<file path="config.mk">
export PLATFORM = sky130hd
export DESIGN_NAME = mesh_xy_router_switch
export DESIGN_NICKNAME = d
export VERILOG_FILES = /design/src/rtl/core/mxy_pkg.sv /design/src/rtl/core/mxy_lane.sv /design/src/rtl/core/mxy_merge.sv /design/src/rtl/core/mesh_xy_router_switch.sv
export SDC_FILE = /design/constraint.sdc
export NUM_CORES = 1
export LEC_CHECK = 0
export ABC_AREA = 1
export BUFFER_PORTS_ARGS = -buffer_cell sky130_fd_sc_hd__buf_2
export CELL_PAD_IN_SITES_DETAIL_PLACEMENT = 1
export CELL_PAD_IN_SITES_GLOBAL_PLACEMENT = 2
export CORE_AREA = 2 2 268 468
export CTS_BUF_LIST = sky130_fd_sc_hd__clkbuf_8
export DETAILED_ROUTE_END_ITERATION = 7
export DIE_AREA = 0 0 270 470
export PLACE_DENSITY_LB_ADDON = 0.25
export SLEW_MARGIN = 25
export SYNTH_ARGS = -nofsm -noshare
export SYNTH_HDL_FRONTEND = slang
export SYNTH_SLANG_ARGS = --single-unit
export TNS_END_PERCENT = 1
</file>
<file path="constraint.sdc">
create_clock -name i_clk -period 9.3 [get_ports i_clk]
set_input_delay 0.93 -clock i_clk [delete_from_list [all_inputs] [get_ports i_clk]]
set_output_delay 0.93 -clock i_clk [all_outputs]
set_load 0.1 [all_outputs]
</file>
<file path="src/rtl/core/mxy_pkg.sv">
package mxy_pkg;

    localparam int NUM_PORTS        = 5;
    localparam int FLIT_W           = 34;
    localparam int ID_W             = 4;
    localparam int PORT_W           = 3;
    localparam int KIND_HI          = 33;
    localparam int KIND_LO          = 32;
    localparam int DEST_HI          = 31;
    localparam int DEST_LO          = 28;
    localparam int DEF_QUEUE_DEPTH  = 8;
    localparam int DEF_MESH_COLUMNS = 4;

    typedef logic [FLIT_W-1:0] t_flit;

    typedef enum logic [1:0] {
        KIND_HEAD = 2'd0,
        KIND_BODY = 2'd1,
        KIND_TAIL = 2'd2,
        KIND_RSVD = 2'd3
    } t_kind;

    typedef enum logic [PORT_W-1:0] {
        PORT_LOCAL = 3'd0,
        PORT_NORTH = 3'd1,
        PORT_EAST  = 3'd2,
        PORT_SOUTH = 3'd3,
        PORT_WEST  = 3'd4
    } t_port;

    typedef struct packed {
        logic  valid_local;
        logic  valid_north;
        logic  valid_east;
        logic  valid_south;
        logic  valid_west;
        t_flit flit_local;
        t_flit flit_north;
        t_flit flit_east;
        t_flit flit_south;
        t_flit flit_west;
    } t_in_req;

    typedef struct packed {
        logic                 send_valid;
        logic [PORT_W-1:0]    send_port;
        t_flit                send_flit;
        logic [NUM_PORTS-1:0] accept_mask;
    } t_out_req;

    // front-of-queue view of one input lane
    typedef struct packed {
        logic              ne;
        logic [PORT_W-1:0] port;
        t_flit             flit;
    } t_lane_stat;

    // dimension-order route: X first, then Y
    function automatic logic [PORT_W-1:0] pick_route(
        input logic [ID_W-1:0] id,
        input logic [ID_W-1:0] dest,
        input int              cols
    );
        logic [ID_W-1:0]   cx;
        logic [ID_W-1:0]   cy;
        logic [ID_W-1:0]   dx;
        logic [ID_W-1:0]   dy;
        logic [PORT_W-1:0] port;
        cy = '0;
        dy = '0;
        for (int q = 0; q < (1 << ID_W); q++) begin
            if (int'(id) >= q * cols) cy = ID_W'(q);
            if (int'(dest) >= q * cols) dy = ID_W'(q);
        end
        cx = ID_W'(int'(id) - int'(cy) * cols);
        dx = ID_W'(int'(dest) - int'(dy) * cols);
        priority if (dest == id) port = PORT_LOCAL;
        else if (dx > cx)        port = PORT_EAST;
        else if (dx < cx)        port = PORT_WEST;
        else if (dy > cy)        port = PORT_SOUTH;
        else if (dy < cy)        port = PORT_NORTH;
        else                     port = PORT_LOCAL;
        return port;
    endfunction

endpackage

</file>
<file path="src/rtl/core/mxy_lane.sv">
module mxy_lane #(
    parameter int QUEUE_DEPTH  = mxy_pkg::DEF_QUEUE_DEPTH,
    parameter int MESH_COLUMNS = mxy_pkg::DEF_MESH_COLUMNS
) (
    input  logic                     i_clk,
    input  logic                     i_rst_n,
    input  logic [mxy_pkg::ID_W-1:0] i_id,
    input  logic                     i_push,
    input  mxy_pkg::t_flit           i_flit,
    input  logic                     i_pop,
    output mxy_pkg::t_lane_stat      o_stat,
    output logic                     o_accept
);
    import mxy_pkg::*;

    localparam int PTR_W = (QUEUE_DEPTH > 1) ? $clog2(QUEUE_DEPTH) : 1;
    localparam int CNT_W = $clog2(QUEUE_DEPTH + 1);

    t_flit             r_mem [QUEUE_DEPTH];
    t_flit             r_front;
    logic [PTR_W-1:0]  r_rptr;
    logic [PTR_W-1:0]  n_rptr;
    logic [PTR_W-1:0]  r_wptr;
    logic [PTR_W-1:0]  n_wptr;
    logic [CNT_W-1:0]  r_count;
    logic [CNT_W-1:0]  n_count;
    logic [PORT_W-1:0] r_route;
    logic [PORT_W-1:0] w_route;
    logic              w_push;

    // a slot freed by this tick's send can take the arrival
    assign w_push   = i_push && ((r_count != CNT_W'(QUEUE_DEPTH)) || i_pop);
    assign o_accept = w_push;

    assign n_rptr  = !i_pop ? r_rptr :
                     (r_rptr == PTR_W'(QUEUE_DEPTH - 1)) ? '0 : r_rptr + 1'b1;
    assign n_wptr  = !w_push ? r_wptr :
                     (r_wptr == PTR_W'(QUEUE_DEPTH - 1)) ? '0 : r_wptr + 1'b1;
    assign n_count = r_count + CNT_W'(w_push) - CNT_W'(i_pop);

    assign w_route = (r_front[KIND_HI:KIND_LO] == KIND_HEAD) ?
                     pick_route(i_id, r_front[DEST_HI:DEST_LO], MESH_COLUMNS) : r_route;

    assign o_stat.ne   = (r_count != '0);
    assign o_stat.port = w_route;
    assign o_stat.flit = r_front;

    always_ff @(posedge i_clk) begin
        if (!i_rst_n) begin
            r_rptr  <= '0;
            r_wptr  <= '0;
            r_count <= '0;
            r_route <= PORT_LOCAL;
        end else begin
            r_rptr  <= n_rptr;
            r_wptr  <= n_wptr;
            r_count <= n_count;
            if (i_pop) begin
                r_route <= w_route;
            end
        end
    end

    // storage with registered read of the next front, write-first bypass
    always_ff @(posedge i_clk) begin
        if (w_push) begin
            r_mem[r_wptr] <= i_flit;
        end
        if (w_push && (r_wptr == n_rptr)) begin
            r_front <= i_flit;
        end else begin
            r_front <= r_mem[n_rptr];
        end
    end

endmodule

</file>
<file path="src/rtl/core/mxy_merge.sv">
module mxy_merge (
    input  mxy_pkg::t_lane_stat [mxy_pkg::NUM_PORTS-1:0] i_stat,
    input  logic                                         i_take,
    output logic [mxy_pkg::NUM_PORTS-1:0]                o_pop,
    output logic                                         o_send_valid,
    output logic [mxy_pkg::PORT_W-1:0]                   o_send_port,
    output mxy_pkg::t_flit                               o_send_flit
);
    import mxy_pkg::*;

    always_comb begin
        logic found;
        found        = 1'b0;
        o_pop        = '0;
        o_send_valid = 1'b0;
        o_send_port  = PORT_LOCAL;
        o_send_flit  = '0;
        for (int p = 0; p < NUM_PORTS; p++) begin
            if (!found && i_stat[p].ne) begin
                found        = 1'b1;
                o_pop[p]     = i_take;
                o_send_valid = 1'b1;
                o_send_port  = i_stat[p].port;
                o_send_flit  = i_stat[p].flit;
            end
        end
    end

endmodule

</file>
<file path="src/rtl/core/mesh_xy_router_switch.sv">
// Five-port XY mesh router, one request per tick unless the receiver stalls.
// Input channel (i_in_valid/o_in_ready, i_in_req): one request carries a
// valid bit and a 34-bit flit for each of the local, north, east, south and
// west ports. Each port feeds its own queue of QUEUE_DEPTH flits; a flit that
// finds its queue full, with no send from it, is dropped; accept_mask bit low.
// Output channel (o_out_valid/i_out_ready, o_out_req): exactly one result per
// request, registered, in the cycle after the request is accepted. It carries the
// flit sent by the lowest-numbered non-empty queue (as of before this request's
// arrivals), its output port and the accept mask of the arrivals.
// Throughput: one request per cycle when not stalled. Each queue is a memory
// with one write and one registered read port prefetching the next front flit.
// Config channel (i_cfg_valid/o_cfg_ready, i_cfg_data): router id, always
// ready; write it only while no request is in flight.
// Reset (synchronous, active low): queues empty, saved routes local, id 0.
// When the receiver stalls, the result holds and the input channel stalls
// with it; nothing is lost.
module mesh_xy_router_switch #(
    parameter int QUEUE_DEPTH  = mxy_pkg::DEF_QUEUE_DEPTH,
    parameter int MESH_COLUMNS = mxy_pkg::DEF_MESH_COLUMNS
) (
    input  logic                     i_clk,
    input  logic                     i_rst_n,
    input  logic                     i_in_valid,
    output logic                     o_in_ready,
    input  mxy_pkg::t_in_req         i_in_req,
    output logic                     o_out_valid,
    input  logic                     i_out_ready,
    output mxy_pkg::t_out_req        o_out_req,
    input  logic                     i_cfg_valid,
    output logic                     o_cfg_ready,
    input  logic [mxy_pkg::ID_W-1:0] i_cfg_data
);
    import mxy_pkg::*;

    logic [ID_W-1:0]                r_id;
    logic                           r_out_valid;
    t_out_req                       r_out_req;
    t_out_req                       n_out_req;
    logic                           w_take;
    logic [NUM_PORTS-1:0]           w_valid;
    t_flit [NUM_PORTS-1:0]          w_flit;
    t_lane_stat [NUM_PORTS-1:0]     w_stat;
    logic [NUM_PORTS-1:0]           w_pop;
    logic [NUM_PORTS-1:0]           w_accept;
    logic                           w_send_valid;
    logic [PORT_W-1:0]              w_send_port;
    t_flit                          w_send_flit;

    assign o_in_ready  = !r_out_valid || i_out_ready;
    assign o_cfg_ready = 1'b1;
    assign w_take      = i_in_valid && o_in_ready;

    assign w_valid = {i_in_req.valid_west, i_in_req.valid_south, i_in_req.valid_east,
                      i_in_req.valid_north, i_in_req.valid_local};
    assign w_flit  = {i_in_req.flit_west, i_in_req.flit_south, i_in_req.flit_east,
                      i_in_req.flit_north, i_in_req.flit_local};

    for (genvar p = 0; p < NUM_PORTS; p++) begin : g_lane
        mxy_lane #(
            .QUEUE_DEPTH  (QUEUE_DEPTH),
            .MESH_COLUMNS (MESH_COLUMNS)
        ) u_lane (
            .i_clk    (i_clk),
            .i_rst_n  (i_rst_n),
            .i_id     (r_id),
            .i_push   (w_take && w_valid[p]),
            .i_flit   (w_flit[p]),
            .i_pop    (w_pop[p]),
            .o_stat   (w_stat[p]),
            .o_accept (w_accept[p])
        );
    end

    mxy_merge u_merge (
        .i_stat       (w_stat),
        .i_take       (w_take),
        .o_pop        (w_pop),
        .o_send_valid (w_send_valid),
        .o_send_port  (w_send_port),
        .o_send_flit  (w_send_flit)
    );

    always_comb begin
        n_out_req.send_valid  = w_send_valid;
        n_out_req.send_port   = w_send_port;
        n_out_req.send_flit   = w_send_flit;
        n_out_req.accept_mask = w_accept;
    end

    always_ff @(posedge i_clk) begin
        if (!i_rst_n) begin
            r_id        <= '0;
            r_out_valid <= 1'b0;
        end else begin
            if (i_cfg_valid && o_cfg_ready) begin
                r_id <= i_cfg_data;
            end
            if (w_take) begin
                r_out_valid <= 1'b1;
            end else if (i_out_ready) begin
                r_out_valid <= 1'b0;
            end
        end
    end

    always_ff @(posedge i_clk) begin
        if (w_take) begin
            r_out_req <= n_out_req;
        end
    end

    assign o_out_valid = r_out_valid;
    assign o_out_req   = r_out_req;

`ifndef SYNTH
    a_pop_onehot: assert property (@(posedge i_clk) disable iff (!i_rst_n)
        $onehot0(w_pop))
        else $error("more than one queue popped");

    a_accept_subset: assert property (@(posedge i_clk) disable iff (!i_rst_n)
        w_take |-> ((w_accept & ~w_valid) == '0))
        else $error("accept bit without arriving flit");

    a_idle_send: assert property (@(posedge i_clk) disable iff (!i_rst_n)
        (o_out_valid && !o_out_req.send_valid) |->
            (o_out_req.send_port == PORT_LOCAL && o_out_req.send_flit == '0))
        else $error("idle send carries data");

    a_port_range: assert property (@(posedge i_clk) disable iff (!i_rst_n)
        w_take |=> (o_out_req.send_port <= PORT_WEST))
        else $error("send port out of range");
`endif

endmodule
</file>
Yosys cells after proc, flatten, opt, wreduce, memory -nomap -nowiden
Memory sizes are Yosys's and may differ from the RTL's. A register that Yosys moved wholly into a read port is not among the register bits.
Cells that the tools add are included.
- memory bits (read-only): 0
- latch bits: 0
- memories kept: 5
- RAM bits: 1360
- bits of input ports: 184
- register bits after elaboration: 113
- shift operators: 0
- div/mod/pow operators: 0
- mux-type cells: 94
- multipliers: 0
- $add $sub $neg: 26
- equality and inequality tests: 20
- $lt $le $gt $ge: 38
- bitwise gates (word level): 0
- reductions and logical operators: 37
- memory list (name ; words ; bits a word ; rd ports ; clocked after memory_dff ; write ports ; line ; source):
    g_lane[0].u_lane.r_mem ; 8 ; 34 ; 1 ; 1 ; 1 ; mxy_lane.sv:19 ; t_flit r_mem [QUEUE_DEPTH];
    g_lane[1].u_lane.r_mem ; 8 ; 34 ; 1 ; 1 ; 1 ; mxy_lane.sv:19 ;
    g_lane[2].u_lane.r_mem ; 8 ; 34 ; 1 ; 1 ; 1 ; mxy_lane.sv:19 ;
    g_lane[3].u_lane.r_mem ; 8 ; 34 ; 1 ; 1 ; 1 ; mxy_lane.sv:19 ;
    g_lane[4].u_lane.r_mem ; 8 ; 34 ; 1 ; 1 ; 1 ; mxy_lane.sv:19 ;
- operators by type and width (operator ; number):
    two-way mux 34 bit ; 5
    two-way mux 3 bit ; 45
    greater-or-equal comparator 4 bit (second input constant) ; 12
    two-way mux 1 bit ; 32
    adder 3 x 1 -> 3 bit (second input constant) ; 10
    equality test 3 bit (second input constant) ; 10
    greater-or-equal comparator 4 x 3 -> 1 bit (second input constant) ; 6
    two-way mux 2 bit ; 12
    subtractor 4 bit ; 6
    adder 4 x 1 -> 4 bit ; 5
    equality test 4 bit ; 5
    > comparator 4 bit ; 5
    < comparator 4 bit ; 5
    != test 4 bit (second input constant) ; 5
    nonzero test 4 bit ; 5
    subtractor 4 x 1 -> 4 bit ; 5
    > comparator 2 x 4 -> 1 bit ; 4
    < comparator 2 x 4 -> 1 bit ; 4
    logical AND 1 bit ; 15
    zero test 2 bit ; 5
    logical OR 1 bit ; 6
    zero test 1 bit ; 5
    > comparator 2 bit ; 1
    < comparator 2 bit ; 1
    nonzero test 2 bit ; 1

Depth between registers and ports, before layout
- depth after elaboration: 18
- gate-level depth with buffers: 20

Cells and area by module
Synthesis repeated with hierarchy kept, for this count alone.
- cell total of the unflattened synthesis: 5201
- area, all modules: 61395.1 um2
- by module, submodules not included (module ; area an instance (um2) ; times used ; cells an instance ; sequential area each (um2)):
    mxy_lane at g_lane[4].u_lane ; 11652.4 ; 1 ; 954 ; 8488.1
    mxy_lane at g_lane[0].u_lane ; 11633.7 ; 1 ; 946 ; 8488.1
    mxy_lane at g_lane[2].u_lane ; 11629.9 ; 1 ; 946 ; 8488.1
    mxy_lane at g_lane[3].u_lane ; 11629.9 ; 1 ; 947 ; 8488.1
    mxy_lane at g_lane[1].u_lane ; 11626.2 ; 1 ; 946 ; 8488.1
    mxy_merge ; 1674.1 ; 1 ; 382 ; 0.0
    mesh_xy_router_switch ; 1549.0 ; 1 ; 80 ; 1391.3

Worst setup path after synthesis
Ideal clock, no wire load.
- path type: input port to flip-flop
- start point: input i_out_ready
- end point: memory g_lane[4].u_lane.r_mem[1][0] (netlist name) (enable)
- buffers on the path: 1
- data required time: 8875 ps
- cell stages on the path: 9
- library setup time: 425 ps
- slack: 3821 ps
- arrival time: 5053 ps
- cells stage by stage: inv_1 > nand2_1 > nand2_1 > buf_2 > inv_1 > nand3_2 > nor2_1 > inv_1 > nor2_1
- word-level cells in the longest chain between the ends: 7
- RTL lines (element ; line ; source):
    start: declaration ; mesh_xy_router_switch.sv:27 ; input logic i_out_ready,
    logical OR 1 bit (*) ; mesh_xy_router_switch.sv:49 ; assign o_in_ready = !r_out_valid || i_out_ready;
    net o_in_ready ; mesh_xy_router_switch.sv:24 ; output logic o_in_ready,
    logical AND 1 bit (*) ; mesh_xy_router_switch.sv:51 ; assign w_take = i_in_valid && o_in_ready;
    net u_merge.i_take ; mxy_merge.sv:3 ; input logic i_take,
    two-way mux 1 bit ; mxy_merge.sv:19 ; if (!found && i_stat[p].ne) begin
    logical OR 1 bit ; mxy_lane.sv:32 ; assign w_push = i_push && ((r_count != CNT_W'(QUEUE_DEPTH)) || i_pop);
    logical AND 1 bit (*) ; mxy_lane.sv:32 ;
    two-way mux 1 bit (*) ; mxy_lane.sv:66 ; if (w_push) begin
    two-way mux 1 bit (not written as such) (*) ; mxy_lane.sv:67 ; r_mem[r_wptr] <= i_flit;
    end: declaration ; mxy_lane.sv:19 ;
Mark *: on every way through the listed nets, which the timed path passes. The rest lies on a longest branch.

==> results.md <==
* Wire per inst at 26.28 um
* # IOs at 230
* Fin crit share at 48.94%
* R2R cell count at 18
* Main combinational cell family by area after synthesis: compound AO/OA/AOI/OAI gates
* Placed instance area at 0.06270 mm^2
* Max-Cap Viols at 0
* Area of the mapped netlist at 0.05995 mm^2
* Fmax at 0.2197 GHz
* DRT iter0 DRCs at 2840
* Layout net count at 5249
* Hold Fails Final Rpt at 0
* Core Util, Final at 54.00%
* Mux share of post-synthesis cell area at 0%
* First-pass GRT wire length at 264800 um
* Vias/cell at 5.796
* Crit-path cells: clkinv_2 -> buf_4 -> o21ai_0 -> o22ai_1 -> o21a_1 -> ha_1 -> inv_1 -> nor2_1 -> o21ai_0 -> nand3_1 -> nand3_1 -> nor2_1 -> nand2_1 -> nand2_1 -> nand2_1 -> nand2_1 -> nor2_1 -> nand3_1
* Synthesis warning total at 0
* Clock Path Buffers at 3
* PD cells at 276.7 mW/mm^2
* Router iterations before antenna repair at 5
* Gpl congestion at 0.8239
* Hold buffers post-CTS at 0
* Setup CP Type: reg -> reg
* Syn avg cell area at 12.62 um^2
* Worst skew pair latency at 0.95 ns
* Synthesized Nets at 5013
* Crit path max-delay cell type: clkinv_2
* R2R Path End: o_out_req[39]
* Number of synthesized flops with an enable pin at 1403
* Final slew viol count at 0
* TritonCTS clock tree: built
* Worst setup SP type: register
* Worst Path Buf+Inv at 3
* H-Tree Level Count at 4
* Vias at 39480
* I/O Buffers at 228
* Post-Synth XOR/XNOR Area at 0.07305%
* Worst path most repeated cell: nand2_1
* Sequential area share after synthesis at 73.11%
* Synth Area in Simple Gates at 9.634%
* Layout area overhead at 11.20%
* Leak Pwr at 23.26 nW
* Hold Path Origin: i_in_req[6]
* Main synth FF type: edfxtp_1
* Crit-path leading delay family: buffers and inverters
* Vias in the first global route at 41420
* Peak supply drop at 0.2369 mV
* Total CTS buffers at 210
* Hpwl dp at 111300 um
* Core area at 0.1235 mm^2
* Initial antenna violation count at 27
* CP required at 9.98 ns
* Worst-Margin Slew at 1.069 ns
* Clock-pin slew on the worst setup and hold paths at 0.07 ns
* Worst Hold End: g_lane[4].u_lane.r_mem[2][6]
* Site Rows at 171
* Async S/R FF share, synth at 0%
* Worst hold path type: in -> reg
* # resized after CTS at 0
* Share of cells above drive strength 1 at 13.17%
* Status: completed
* Cell count after synthesis at 4752
* Synth Area in Compound Gates at 11.89%
* Pin count of the biggest net entering global routing at 94
* Crit path DAT at 5.23 ns
* CTS sink count at 1488
* Post-synthesis adder-cell area fraction at 1.670%
* Post-CTS setup buffer count at 0
* Post-route DRC at 0
* Root Driver: clkbuf_8
* Die Wd at 270 um
* Slowest stage delay, CP at 0.86 ns
* Final WL at 179000 um
* Setup crit end kind: register
* Synth unique cells at 57
* Die area at 0.1269 mm^2
* Die H at 470 um
* Final instance area at 0.06667 mm^2
* Final setup fails at 0
* Setup TNS at 0 ns
* Hold depth at 1
* Reg2Reg Setup Slack at 4.75 ns
* Flops & latches, synth at 1488
* Relative slew margins at 28.74%
* Clk_skew at 0.05539 ns
* Initial core utilization at 48.56%
* RSZ-0062 raised after global routing: no
* GR Util All Layers at 28.18%
* Grt ovf at 0
* Min Tclk post-route at 4.551 ns
* Final ANT Viol Nets at 0
* CP max FO at 78
## sequential cells by signal (all words and copies together) (netlist names), named ones only
| register | count |
|---|---|
| g_lane.u_lane.r_mem | 1360 |
| o_out_req | 43 |
| g_lane.u_lane.r_count | 20 |
| g_lane.u_lane.r_route | 15 |
| g_lane.u_lane.r_rptr | 15 |
| g_lane.u_lane.r_wptr | 15 |
| r_id | 4 |
| o_out_valid | 1 |
## where the power goes
| part | switching, mW | internal [mW] |
|---|---|---|
| clock network | 2.52 | 2.39 |
| logic | 4.22 | 1.24 |
| registers | 0.331 | 7.74 |
| total | 7.08 | 11.4 |
## metal layers
metal  GRT usage, %  routed length [um]  share of wire, %
met4          12.56                7937               4.4
met2          50.50               94000                53
met1          33.07               68000                38
met3          4.742                8905               5.0
met5              0                 125             0.070
## placed cells by master, fill, tap and decap left out, types with 77 or more instances in the layout
cell type	instances
buf_4	77
o21ai_0	725
nand2_1	406
o211ai_1	84
inv_1	245
nand3_1	100
o22ai_1	209
nor2_1	857
o221ai_1	80
buf_2	228
clkbuf_8	216
edfxtp_1	1403
## cell usage after synthesis (all sizes together), types with 80 or more instances
library cell,count,area share [%]
o21ai,753,6.3
dfxtp,85,2.8
nand3,103,0.88
nand2,411,2.6
inv,202,1.3
nor2,908,5.8
clkbuf,150,0.94
edfxtp,1403,70
buf,132,1.4
o211ai,84,1.1
o221ai,80,1.2
o22ai,209,2.2
## through the flow
stage                     worst slack [ns]  hold slack (ns)  power (mW)  cells
after floorplan                      3.822           0.4493       11.54   4752
after global placement               4.756           0.4677       13.57   6418
after detailed placement             4.742           0.4755       13.71   6419
after CTS                            4.739           0.1490       18.59   6793
after global routing                 4.309           0.2100       19.24   6800
final                                4.749           0.2492       18.45   6811
## cells by family (layout without fill, tap and decap cells)
family / after synthesis / after routing
buffers and inverters: 489 / 887
AOI/OAI and AO/OA: 1243 / 1243
and+or+nand+nor: 1449 / 1449
DFF: 1488 / 1488
xor gates and xnor gates: 5 / 5
adders and majority gates: 77 / 77
other: 1 / 19
## final cells by class
cell class                      count  area, um^2
Tap cell                         1643        2056
Fill cell                       12560       56790
Inverter                          207       788.3
Timing Repair Buffer              306        1730
Clock buffer                      216        2973
Multi-Input combinational cell   2775       14270
Antenna cell                       18       45.04
Clock inverter                    158       940.9
Sequential cell                  1488       43860
## how the worst max path moves through the flow
stage | endpoint | slack, ns | cells after the start
after detailed placement | o_out_req[39] | 4.74 | 18
final | o_out_req[39] | 4.75 | 18
after global routing | o_out_req[39] | 4.31 | 18
after floorplan | g_lane[4].u_lane.r_mem[1][0] | 3.82 | 9
after CTS | o_out_req[39] | 4.74 | 18
after global placement | o_out_req[40] | 4.76 | 18
Note: power is estimated with default switching activity, not from simulation.
